$ cat src/rtl/ipd_pkg.sv
`timescale 1ns / 1ps
// ----------------------------------------------------------------------------
// ipd_pkg
// Shared types and constants of the pulse-distance IR frame decoder:
// register indexes, item action codes, status codes and the frame state.
// ----------------------------------------------------------------------------
package ipd_pkg;

  localparam int unsigned CFG_W    = 24;
  localparam int unsigned CFG_IDX_W = 3;
  localparam int unsigned BYTE_W   = 8;
  localparam int unsigned STATUS_W = 3;
  localparam int unsigned COUNT_W  = 6;
  localparam int unsigned FRAME_W  = 32;
  localparam int unsigned POS_W    = 5;

  // intervals in a full frame: the start interval plus 32 bit intervals
  localparam logic [COUNT_W-1:0] FRAME_INTERVALS = 6'd33;

  // configuration register indexes
  localparam logic [CFG_IDX_W-1:0] CFG_START_LOW  = 3'd0;
  localparam logic [CFG_IDX_W-1:0] CFG_START_HIGH = 3'd1;
  localparam logic [CFG_IDX_W-1:0] CFG_ZERO_LOW   = 3'd2;
  localparam logic [CFG_IDX_W-1:0] CFG_ZERO_HIGH  = 3'd3;
  localparam logic [CFG_IDX_W-1:0] CFG_ONE_LOW    = 3'd4;
  localparam logic [CFG_IDX_W-1:0] CFG_ONE_HIGH   = 3'd5;
  localparam logic [CFG_IDX_W-1:0] CFG_EXP_ADDR   = 3'd6;
  localparam logic [CFG_IDX_W-1:0] CFG_INV_MASK   = 3'd7;

  localparam logic [BYTE_W-1:0] INV_MASK_RESET = 8'hFF;

  // input item actions
  localparam logic ACT_EDGE    = 1'b0;
  localparam logic ACT_TIMEOUT = 1'b1;

  // result status codes
  localparam logic [STATUS_W-1:0] ST_OK           = 3'd0;
  localparam logic [STATUS_W-1:0] ST_INCOMPLETE   = 3'd1;
  localparam logic [STATUS_W-1:0] ST_BAD_START    = 3'd2;
  localparam logic [STATUS_W-1:0] ST_BAD_BIT      = 3'd3;
  localparam logic [STATUS_W-1:0] ST_ADDR_INV     = 3'd4;
  localparam logic [STATUS_W-1:0] ST_ADDR_MISMATCH = 3'd5;
  localparam logic [STATUS_W-1:0] ST_CMD_INV      = 3'd6;

  typedef struct packed {
    logic                 start_ok;
    logic                 bit_error;
    logic [COUNT_W-1:0]   count;
    logic [FRAME_W-1:0]   bits;
  } ipd_frame_t;

endpackage

$ cat src/rtl/ipd_status.sv
`timescale 1ns / 1ps
// ----------------------------------------------------------------------------
// ipd_status
// Frame verdict: checks length, start interval, bit errors, the address
// inversion byte, the expected address and the command inversion byte, in priority order, and yields the status code.
// ----------------------------------------------------------------------------
module ipd_status (
  input  ipd_pkg::ipd_frame_t                 frame_i,
  input  logic [ipd_pkg::BYTE_W-1:0]          exp_addr_i,
  input  logic [ipd_pkg::BYTE_W-1:0]          inv_mask_i,
  output logic [ipd_pkg::STATUS_W-1:0]        status_o
);
  import ipd_pkg::*;

  logic [BYTE_W-1:0] addr;
  logic [BYTE_W-1:0] addr_inv;
  logic [BYTE_W-1:0] cmd;
  logic [BYTE_W-1:0] cmd_inv;

  assign addr     = frame_i.bits[7:0];
  assign addr_inv = frame_i.bits[15:8];
  assign cmd      = frame_i.bits[23:16];
  assign cmd_inv  = frame_i.bits[31:24];

  always_comb begin
    if (frame_i.count < FRAME_INTERVALS) begin
      status_o = ST_INCOMPLETE;
    end else if (!frame_i.start_ok) begin
      status_o = ST_BAD_START;
    end else if (frame_i.bit_error) begin
      status_o = ST_BAD_BIT;
    end else if ((addr_inv ^ inv_mask_i) != addr) begin
      status_o = ST_ADDR_INV;
    end else if (addr != exp_addr_i) begin
      status_o = ST_ADDR_MISMATCH;
    end else if ((cmd_inv ^ inv_mask_i) != cmd) begin
      status_o = ST_CMD_INV;
    end else begin
      status_o = ST_OK;
    end
  end

endmodule

$ cat src/rtl/ir_pulse_distance_frame_decoder.sv
`timescale 1ns / 1ps
// ----------------------------------------------------------------------------
// ir_pulse_distance_frame_decoder
// Pulse-distance IR remote frame decoder with programmable timing windows.
// ----------------------------------------------------------------------------
// Usage:
//   Input channel (in_valid_i/in_ready_o) carries one transaction per falling
//   edge (action 0, interval = ticks since the previous edge) or an
//   end-of-frame timeout (action 1). The first edge arms the receiver, the
//   next interval is checked against the start window, the following 32 are
//   classified as zero or one bits, LSB first.
//   A timeout on an armed receiver emits one result transaction on the
//   output channel (status, address, command) and clears the receiver.
//   An item is registered at acceptance and evaluated from the input
//   register; a timeout's result then goes to the result register.
//   One item per cycle while the result side is not stalled; the input
//   register and the result register decouple the two sides, so one
//   more item is taken while a result waits.
//   When the receiver stalls, the pending item holds in the input register
//   and in_ready_o drops until the result is taken.
//   Reset clears the receiver and the channels; thresholds reset to zero and
//   the inversion mask to all ones. Write configuration only while idle.
// ----------------------------------------------------------------------------
module ir_pulse_distance_frame_decoder #(
  parameter int unsigned INTERVAL_BITS = 24
) (
  input  logic                           clk_i,
  input  logic                           rst_ni,
  input  logic                           in_valid_i,
  output logic                           in_ready_o,
  input  logic                           action_i,
  input  logic [INTERVAL_BITS-1:0]       interval_i,
  output logic                           out_valid_o,
  input  logic                           out_ready_i,
  output logic [ipd_pkg::STATUS_W-1:0]   status_o,
  output logic [ipd_pkg::BYTE_W-1:0]     address_o,
  output logic [ipd_pkg::BYTE_W-1:0]     command_o,
  input  logic                           cfg_we_i,
  input  logic [ipd_pkg::CFG_IDX_W-1:0]  cfg_idx_i,
  input  logic [ipd_pkg::CFG_W-1:0]      cfg_data_i
);
  import ipd_pkg::*;

  localparam int unsigned CmpW = (INTERVAL_BITS > CFG_W) ? INTERVAL_BITS : CFG_W;

  // configuration registers
  logic [CFG_W-1:0]  start_low_q, start_high_q;
  logic [CFG_W-1:0]  zero_low_q, zero_high_q;
  logic [CFG_W-1:0]  one_low_q, one_high_q;
  logic [BYTE_W-1:0] exp_addr_q, inv_mask_q;

  always_ff @(posedge clk_i or negedge rst_ni) begin
    if (!rst_ni) begin
      start_low_q  <= '0;
      start_high_q <= '0;
      zero_low_q   <= '0;
      zero_high_q  <= '0;
      one_low_q    <= '0;
      one_high_q   <= '0;
      exp_addr_q   <= '0;
      inv_mask_q   <= INV_MASK_RESET;
    end else if (cfg_we_i) begin
      unique case (cfg_idx_i)
        CFG_START_LOW:  start_low_q  <= cfg_data_i;
        CFG_START_HIGH: start_high_q <= cfg_data_i;
        CFG_ZERO_LOW:   zero_low_q   <= cfg_data_i;
        CFG_ZERO_HIGH:  zero_high_q  <= cfg_data_i;
        CFG_ONE_LOW:    one_low_q    <= cfg_data_i;
        CFG_ONE_HIGH:   one_high_q   <= cfg_data_i;
        CFG_EXP_ADDR:   exp_addr_q   <= cfg_data_i[BYTE_W-1:0];
        CFG_INV_MASK:   inv_mask_q   <= cfg_data_i[BYTE_W-1:0];
        default: ;
      endcase
    end
  end

  // input register
  logic                     s1_valid_q;
  logic                     s1_action_q;
  logic [INTERVAL_BITS-1:0] s1_interval_q;
  logic                     advance;
  logic                     proc;

  logic out_valid_q;

  assign advance    = !out_valid_q || out_ready_i;
  assign proc       = s1_valid_q && advance;
  assign in_ready_o = !s1_valid_q || advance;

  always_ff @(posedge clk_i or negedge rst_ni) begin
    if (!rst_ni) begin
      s1_valid_q <= 1'b0;
    end else if (in_ready_o) begin
      s1_valid_q <= in_valid_i;
    end
  end

  always_ff @(posedge clk_i) begin
    if (in_valid_i && in_ready_o) begin
      s1_action_q   <= action_i;
      s1_interval_q <= interval_i;
    end
  end

  // window compares
  logic [CmpW-1:0] ival;
  logic            in_start, in_zero, in_one;

  assign ival     = CmpW'(s1_interval_q);
  assign in_start = (ival >= CmpW'(start_low_q)) && (ival <= CmpW'(start_high_q));
  assign in_zero  = (ival >= CmpW'(zero_low_q))  && (ival <= CmpW'(zero_high_q));
  assign in_one   = (ival >= CmpW'(one_low_q))   && (ival <= CmpW'(one_high_q));

  // receiver state
  logic       armed_q, armed_d;
  ipd_frame_t frame_q, frame_d;
  logic       emit;
  logic [POS_W-1:0] pos;

  assign pos = POS_W'(frame_q.count - COUNT_W'(1));

  always_comb begin
    armed_d = armed_q;
    frame_d = frame_q;
    emit    = 1'b0;
    if (proc) begin
      if (s1_action_q == ACT_EDGE) begin
        if (!armed_q) begin
          armed_d = 1'b1;
        end else if (frame_q.count < FRAME_INTERVALS) begin
          if (frame_q.count == '0) begin
            frame_d.start_ok = in_start;
          end else if (in_zero) begin
            // zero bit: leave it clear
          end else if (in_one) begin
            frame_d.bits = frame_q.bits | (FRAME_W'(1) << pos);
          end else begin
            frame_d.bit_error = 1'b1;
          end
          frame_d.count = frame_q.count + COUNT_W'(1);
        end
      end else if (armed_q) begin
        // close the frame and clear, good or not
        emit    = 1'b1;
        armed_d = 1'b0;
        frame_d = '0;
      end
    end
  end

  always_ff @(posedge clk_i or negedge rst_ni) begin
    if (!rst_ni) begin
      armed_q <= 1'b0;
      frame_q <= '0;
    end else begin
      armed_q <= armed_d;
      frame_q <= frame_d;
    end
  end

  logic [STATUS_W-1:0] status;

  ipd_status u_status (
    .frame_i    (frame_q),
    .exp_addr_i (exp_addr_q),
    .inv_mask_i (inv_mask_q),
    .status_o   (status)
  );

  // result register
  logic [STATUS_W-1:0] status_q;
  logic [BYTE_W-1:0]   address_q, command_q;

  always_ff @(posedge clk_i or negedge rst_ni) begin
    if (!rst_ni) begin
      out_valid_q <= 1'b0;
    end else if (advance) begin
      out_valid_q <= emit;
    end
  end

  always_ff @(posedge clk_i) begin
    if (emit) begin
      status_q  <= status;
      address_q <= frame_q.bits[7:0];
      command_q <= (status == ST_OK) ? frame_q.bits[23:16] : '0;
    end
  end

  assign out_valid_o = out_valid_q;
  assign status_o    = status_q;
  assign address_o   = address_q;
  assign command_o   = command_q;

endmodule

$ cat config.mk
export PLATFORM = sky130hd
export DESIGN_NAME = ir_pulse_distance_frame_decoder
export DESIGN_NICKNAME = d
export VERILOG_FILES = /design/src/rtl/ipd_pkg.sv /design/src/rtl/ipd_status.sv /design/src/rtl/ir_pulse_distance_frame_decoder.sv
export SDC_FILE = /design/constraint.sdc
export NUM_CORES = 1
export LEC_CHECK = 0
export BUFFER_PORTS_ARGS = -buffer_cell sky130_fd_sc_hd__buf_2
export CELL_PAD_IN_SITES_DETAIL_PLACEMENT = 0
export CELL_PAD_IN_SITES_GLOBAL_PLACEMENT = 1
export CORE_MARGIN = 10
export CORE_UTILIZATION = 49
export CTS_CLUSTER_DIAMETER = 100
export DETAILED_ROUTE_END_ITERATION = 16
export GPL_TIMING_DRIVEN = 0
export PLACE_DENSITY_LB_ADDON = 0.1
export SLEW_MARGIN = 10
export SYNTH_ARGS = -nofsm -noshare
export SYNTH_HDL_FRONTEND = slang
export SYNTH_SLANG_ARGS = --single-unit
$ cat constraint.sdc
create_clock -name clk_i -period 3.2 [get_ports clk_i]
set_input_delay 0.96 -clock clk_i [delete_from_list [all_inputs] [get_ports clk_i]]
set_output_delay 0.96 -clock clk_i [all_outputs]
set_load 0.02 [all_outputs]
==> results.cfg, run 1 <==
[synth]
syn_area_sq_um = 13200
synth_top_area_share_pct = 37.0
yosys_warnings = 0
netlist_instances = 1240
synth_top_area_cell = dfrtp_1
synth_cell_types = 65
synthFlopType = dfrtp_1
synth_enable_flop_cells = 44
ys_ff_latch = 247
netlist_top_cells_area = dfrtp_1, ha_1, edfxtp_1, mux2_2, nand2_1
synth_area_per_cell_sq_um = 10.6
async_flop_share_pct = 82.2
ys_seq_area_share_pct = 48.6
syn-num-nets = 1449

[sta]
fin_hold_ws_ps = 344
setup_viol = 0
setup_tns_ps = 0
tightest_slew_ps = 1030
rsz0062_at_grt = no
max-slew-margin-rel_pct = 29.5
fmax_mhz = 329
fin_crit_ps = 3040
setup_ws_ps = 158
maxSlewViolCount = 0
finalHoldViolCount = 0
post-route-period-util_pct = 95.1
skew_ps = 8.79

[cts]
cts-root-buf = clkbuf_16
cts_tree = built
cts_hold_buf = 0
clock_path_buffers = 3
clk_pin_slew_worst_paths_ps = 60
numCtsBuffers = 27
htree_levels = 1
insertion_delay_ps = 540
clock_sinks = 247

[grt]
gr-usage-all-layers_pct = 20.3
grt_pass1_wl_microns = 53400
use_met1_pct = 26.7
use_met2_pct = 34.6
busiest_layer = met2
antenna_found_initial = 2
grt_pass1_vias = 9210
grtUsageMet3_pct = 2.58
grt_max_degree = 86
grt-ovfl-total = 0

[power]
power.leakage_nw = 6.94
irDropWorstVdd_uv = 412
power_density_nw_per_um2 = 653

[place]
dp.cells = 1657
dpl.hpwl_microns = 24300
place_ws_ps = -281
io_buffers = 73
placed_area_sq_um = 14100
gp_congestion = 0.817

[layout]
layoutNonFillerInstCount = 1710
final_cell_mix = dfrtp_1, nand2_1, ha_1
fillers = 2385
drive_above_1_share_pct = 15.7
areaGrowthSynthToFinish_pct = 13.3
final_area_sq_um = 15000
layout.nets = 1556
layout_commonest_cell = dfrtp_1

[die]
boundaryPins = 78
die_h_microns = 184
core_area_sq_um = 26700
die_x_microns = 184
rows = 60
dieArea_sq_um = 33900
start_util_pct = 49.4

[setup_path]
arrival_ps = 3490
r2r_end = frame_q[25]
reg2reg_depth = 9
criticalPathCategory = flop to flop
setup.worst_path.end_class = flop
cp_max_fo = 8
critPathLaunch = ival[23]
r2r-start = ival[23]
startpoint_type = flop
cp.required_ps = 3640
r2r_slack_ps = 160

[run]
maxCapViolCount = 0

[status]
status = complete, no violations

[routing]
finalWirelength_microns = 33900
avgViaCountPerCell = 5.43
drt_iter0_drc = 512
num_vias = 9292
final_antenna_net_count = 0
post_drt_wl_per_cell_microns = 19.8
drc = 0
firstDrtPassIters = 5

[worst_hold_path]
hold_path_class = primary input to asynchronous set/reset pin
Yosys cell counts, drive strengths merged (16+ instances only):
cell,count
dfrtp,195
nand2,160
ha,152
inv,151
o21ai,120
mux2,68
a21oi,53
edfxtp,44
o31ai,32
nand4,31
clkbuf,30
a21o,19
xor2,18
xnor2,16
per-layer routing:
metal  wire length [microns]  part of all wire [%]
met1                   15300                    45
met2                   16600                    49
met5                      12                 0.035
met3                    1270                   3.8
met4                     747                   2.2
power by group:
group	switching (mW)	internal, mW	total, mW	leakage, nW
clock network	1.28	1.72	3.00	0.415
logic	1.48	1.14	2.62	3.59
registers	0.351	3.79	4.14	2.93
logic make-up (layout without fill, tap and decap cells):
kind of cell / Yosys count / count (layout) / share of synthesized area [%]
compound gates: 260 / 260 / 11.8
flops: 247 / 247 / 48.6
mux: 68 / 68 / 5.80
other cells: 0 / 1 / 0
simple gates: 284 / 284 / 10.5
fa+ha+maj: 152 / 152 / 14.4
buf+inv: 189 / 317 / 5.70
xor+xnor: 40 / 40 / 3.28
worst max-delay path, cell delays in order (launching register included):
cell and delay, ps:
edfxtp_1 550, ha_1 390, nand4_1 260, nor3_2 380
nand3_1 260, nor3_1 280, a31o_2 260, nand4_1 130
buf_4 200, o31ai_1 240
how the worst max path moves through the flow:
stage | to | cells past startpoint
global placement | start_low_q[19] | 1
global route | frame_q[25] | 9
CTS | frame_q[14] | 8
finish | frame_q[25] | 9
detailed placement | frame_q[30] | 7
floorplan | frame_q[29] | 9
layout make-up:
cell class / instances / area (sq um) / share of cell area [%]
Sequential cell: 247 / 6410 / 42.9
Multi-Input combinational cell: 804 / 6060 / 40.5
Clock buffer: 39 / 761 / 5.09
Inverter: 152 / 571 / 3.81
Timing Repair Buffer: 78 / 465 / 3.11
Tap cell: 341 / 427 / 2.85
Buffer: 37 / 181 / 1.21
Clock inverter: 11 / 78.8 / 0.527
Antenna cell: 1 / 2.50 / 0.0167
what timing repair did:
item	in CTS	in global routing
pin swaps	1	1
buffers inserted	1	1
gates resized for setup	2	2
endpoints found under the setup margin	32	24
state kept, by name (all words and copies together) (netlist names), 3 cells and up:
| signal | cells |
|---|---|
| exp_addr_q | 8 |
| address_o | 8 |
| inv_mask_q | 8 |
| start_high_q | 24 |
| one_low_q | 24 |
| zero_low_q | 24 |
| start_low_q | 24 |
| one_high_q | 24 |
| frame_q | 40 |
| status_o | 3 |
| zero_high_q | 24 |
| ival | 24 |
| command_o | 8 |
through the flow:
stage	total power, mW	util [%]
floorplan	6.00	-
global placement	6.72	52.4
detailed placement	6.80	52.7
CTS	9.85	55.9
global route	10.4	56.0
finish	9.77	56.0
No activity file was read; power rests on OpenSTA's default activity.
==> run 2: changes to the inputs <==
Settings changed: CORE_UTILIZATION 49 to 53, TNS_END_PERCENT from default to 50.
Clock period 3.2 ns to 3.6 ns, I/O delays scaled along.
==> run 2 against run 1 <==
Routed wire length decreased by 3.0%. Worst hold slack improved by 41 ps. Flip-flop and latch count unchanged. Critical path type unchanged.
==> results.cfg, run 2 (synthesis results as in run 1) <==
[die]
boundaryPins = 78
die_x_microns = 178
core_area_sq_um = 24400
die_h_microns = 178
dieArea_sq_um = 31600
start_util_pct = 54.1
rows = 57

[setup_path]
criticalPathCategory = flop to flop
cp_max_fo = 8
arrival_ps = 3860
r2r-start = ival[23]
cp.required_ps = 4020
startpoint_type = flop
r2r_end = frame_q[29]
setup.worst_path.end_class = flop
r2r_slack_ps = 160
reg2reg_depth = 7

[sta]
skew_ps = 6.80
maxSlewViolCount = 0
setup_viol = 0
rsz0062_at_grt = no
fin_crit_ps = 3440
finalHoldViolCount = 0
post-route-period-util_pct = 95.4
max-slew-margin-rel_pct = 27.0
tightest_slew_ps = 1070
fmax_mhz = 291

[cts]
insertion_delay_ps = 530
cts_setup_buffers = 0
clk_pin_slew_worst_paths_ps = 60
htree_levels = 1
cts-root-buf = clkbuf_16
numCtsBuffers = 27
clock_sinks = 247
clock_path_buffers = 3
cts_tree = built

[place]
dp.cells = 1640
gp_congestion = 0.822
io_buffers = 73
dpl.hpwl_microns = 23900

[layout]
layoutNonFillerInstCount = 1690
drive_above_1_share_pct = 15.2
final_cell_mix = dfrtp_1, nand2_1, ha_1
areaGrowthSynthToFinish_pct = 12.8
layout_commonest_cell = dfrtp_1
regMostFlops = frame_q
largest_reg_flops = 40
layout.nets = 1554

[power]
p_total_mw = 8.60
power.leakage_nw = 6.91
irDropWorstVdd_uv = 344
power_density_nw_per_um2 = 578

[routing]
drt_iter0_drc = 619
num_vias = 9238
firstDrtPassIters = 5
avgViaCountPerCell = 5.47
post_drt_wl_per_cell_microns = 19.5
drc = 0
finalWirelength_microns = 32900
final_antenna_net_count = 0

[grt]
grt-ovfl-total = 0
gr-usage-all-layers_pct = 21.1
grt_max_degree = 94
grt_pass1_vias = 9274
grt_pass1_wl_microns = 52200
antenna_found_initial = 1

[status]
status = complete, no violations

[worst_hold_path]
hold_path_class = primary input to asynchronous set/reset pin

[run]
maxCapViolCount = 0
==> run 2: changes by cell type in the layout (fill, tap and decap cells not counted), moves of 2 or more <==
| cell | delta |
|---|---|
| buf_4 | -2 |
| clkbuf_1 | +4 |
| clkinv_1 | -3 |
| clkinv_2 | -2 |
| nand3_1 | +2 |
| nand3_2 | -2 |
| clkinvlp_4 | +2 |
==> run 2: worst max path at each step <==
| stage | start | end | cells past startpoint |
|---|---|---|---|
| after floorplan | out_ready_i | frame_q[29] | 9 |
| after global placement | rst_ni | start_low_q[17] | 1 |
| after detailed placement | ival[23] | frame_q[30] | 7 |
| after global routing | ival[22] | frame_q[30] | 8 |
| after CTS | ival[23] | frame_q[25] | 7 |
| final | ival[23] | frame_q[29] | 7 |
==> run 2: power breakdown <==
group	switching (mW)	leakage (nW)	internal (mW)
clock	1.10	0.396	1.52
combinational	1.30	3.58	1.01
sequential	0.314	2.93	3.37
==> run 2: through the flow <==
stage | worst slack, ps | utilization (%) | instance area [sq um] | TNS (ps) | hold WS, ps
floorplan | 943 | - | 13200 | 0 | 460
global placement | -2160 | 57.3 | 14000 | -425750 | 470
detailed placement | 16.8 | 57.6 | 14100 | 0 | 482
CTS | 21.6 | 61.0 | 14900 | 0 | 379
global route | 18.6 | 61.0 | 14900 | 0 | 380
finish | 164 | 61.0 | 14900 | 0 | 385
==> run 2: what timing repair did <==
action | in CTS | in global routing
endpoints found under the setup margin | 0 | 28
hold buffers | 0 | 0
resized for setup | 0 | 1
==> run 2: routing by layer <==
layer / vias to the layer above / share of wire, % / track usage [%] / wire, microns
met4: 0 / 1.6 / 3.99 / 524
met1: 4497 / 46 / 28.5 / 15200
met3: 33 / 3.8 / 2.55 / 1240
li1: 4549 / - / - / -
met2: 159 / 48 / 36.0 / 15900
met5: - / 0 / 0 / 0
==> run 2: final cells by class <==
cell class	count	area, sq um
clock inverters	7	63.8
inverters	152	571
fillers	2107	9500
clock buffers	42	762
flip-flops and latches	247	6410
multi-input cells	804	6040
well taps	324	405
repair buffers	76	450
diodes	1	2.50
plain buffers	37	181
==> run 2: critical path, cell delays in order, from the launching register on <==
cell	delay (ps)
edfxtp_1	550
ha_1	370
nand4_1	220
a21oi_1	140
a2111oi_1	880
a31o_2	370
nand4_1	410
o31ai_1	390
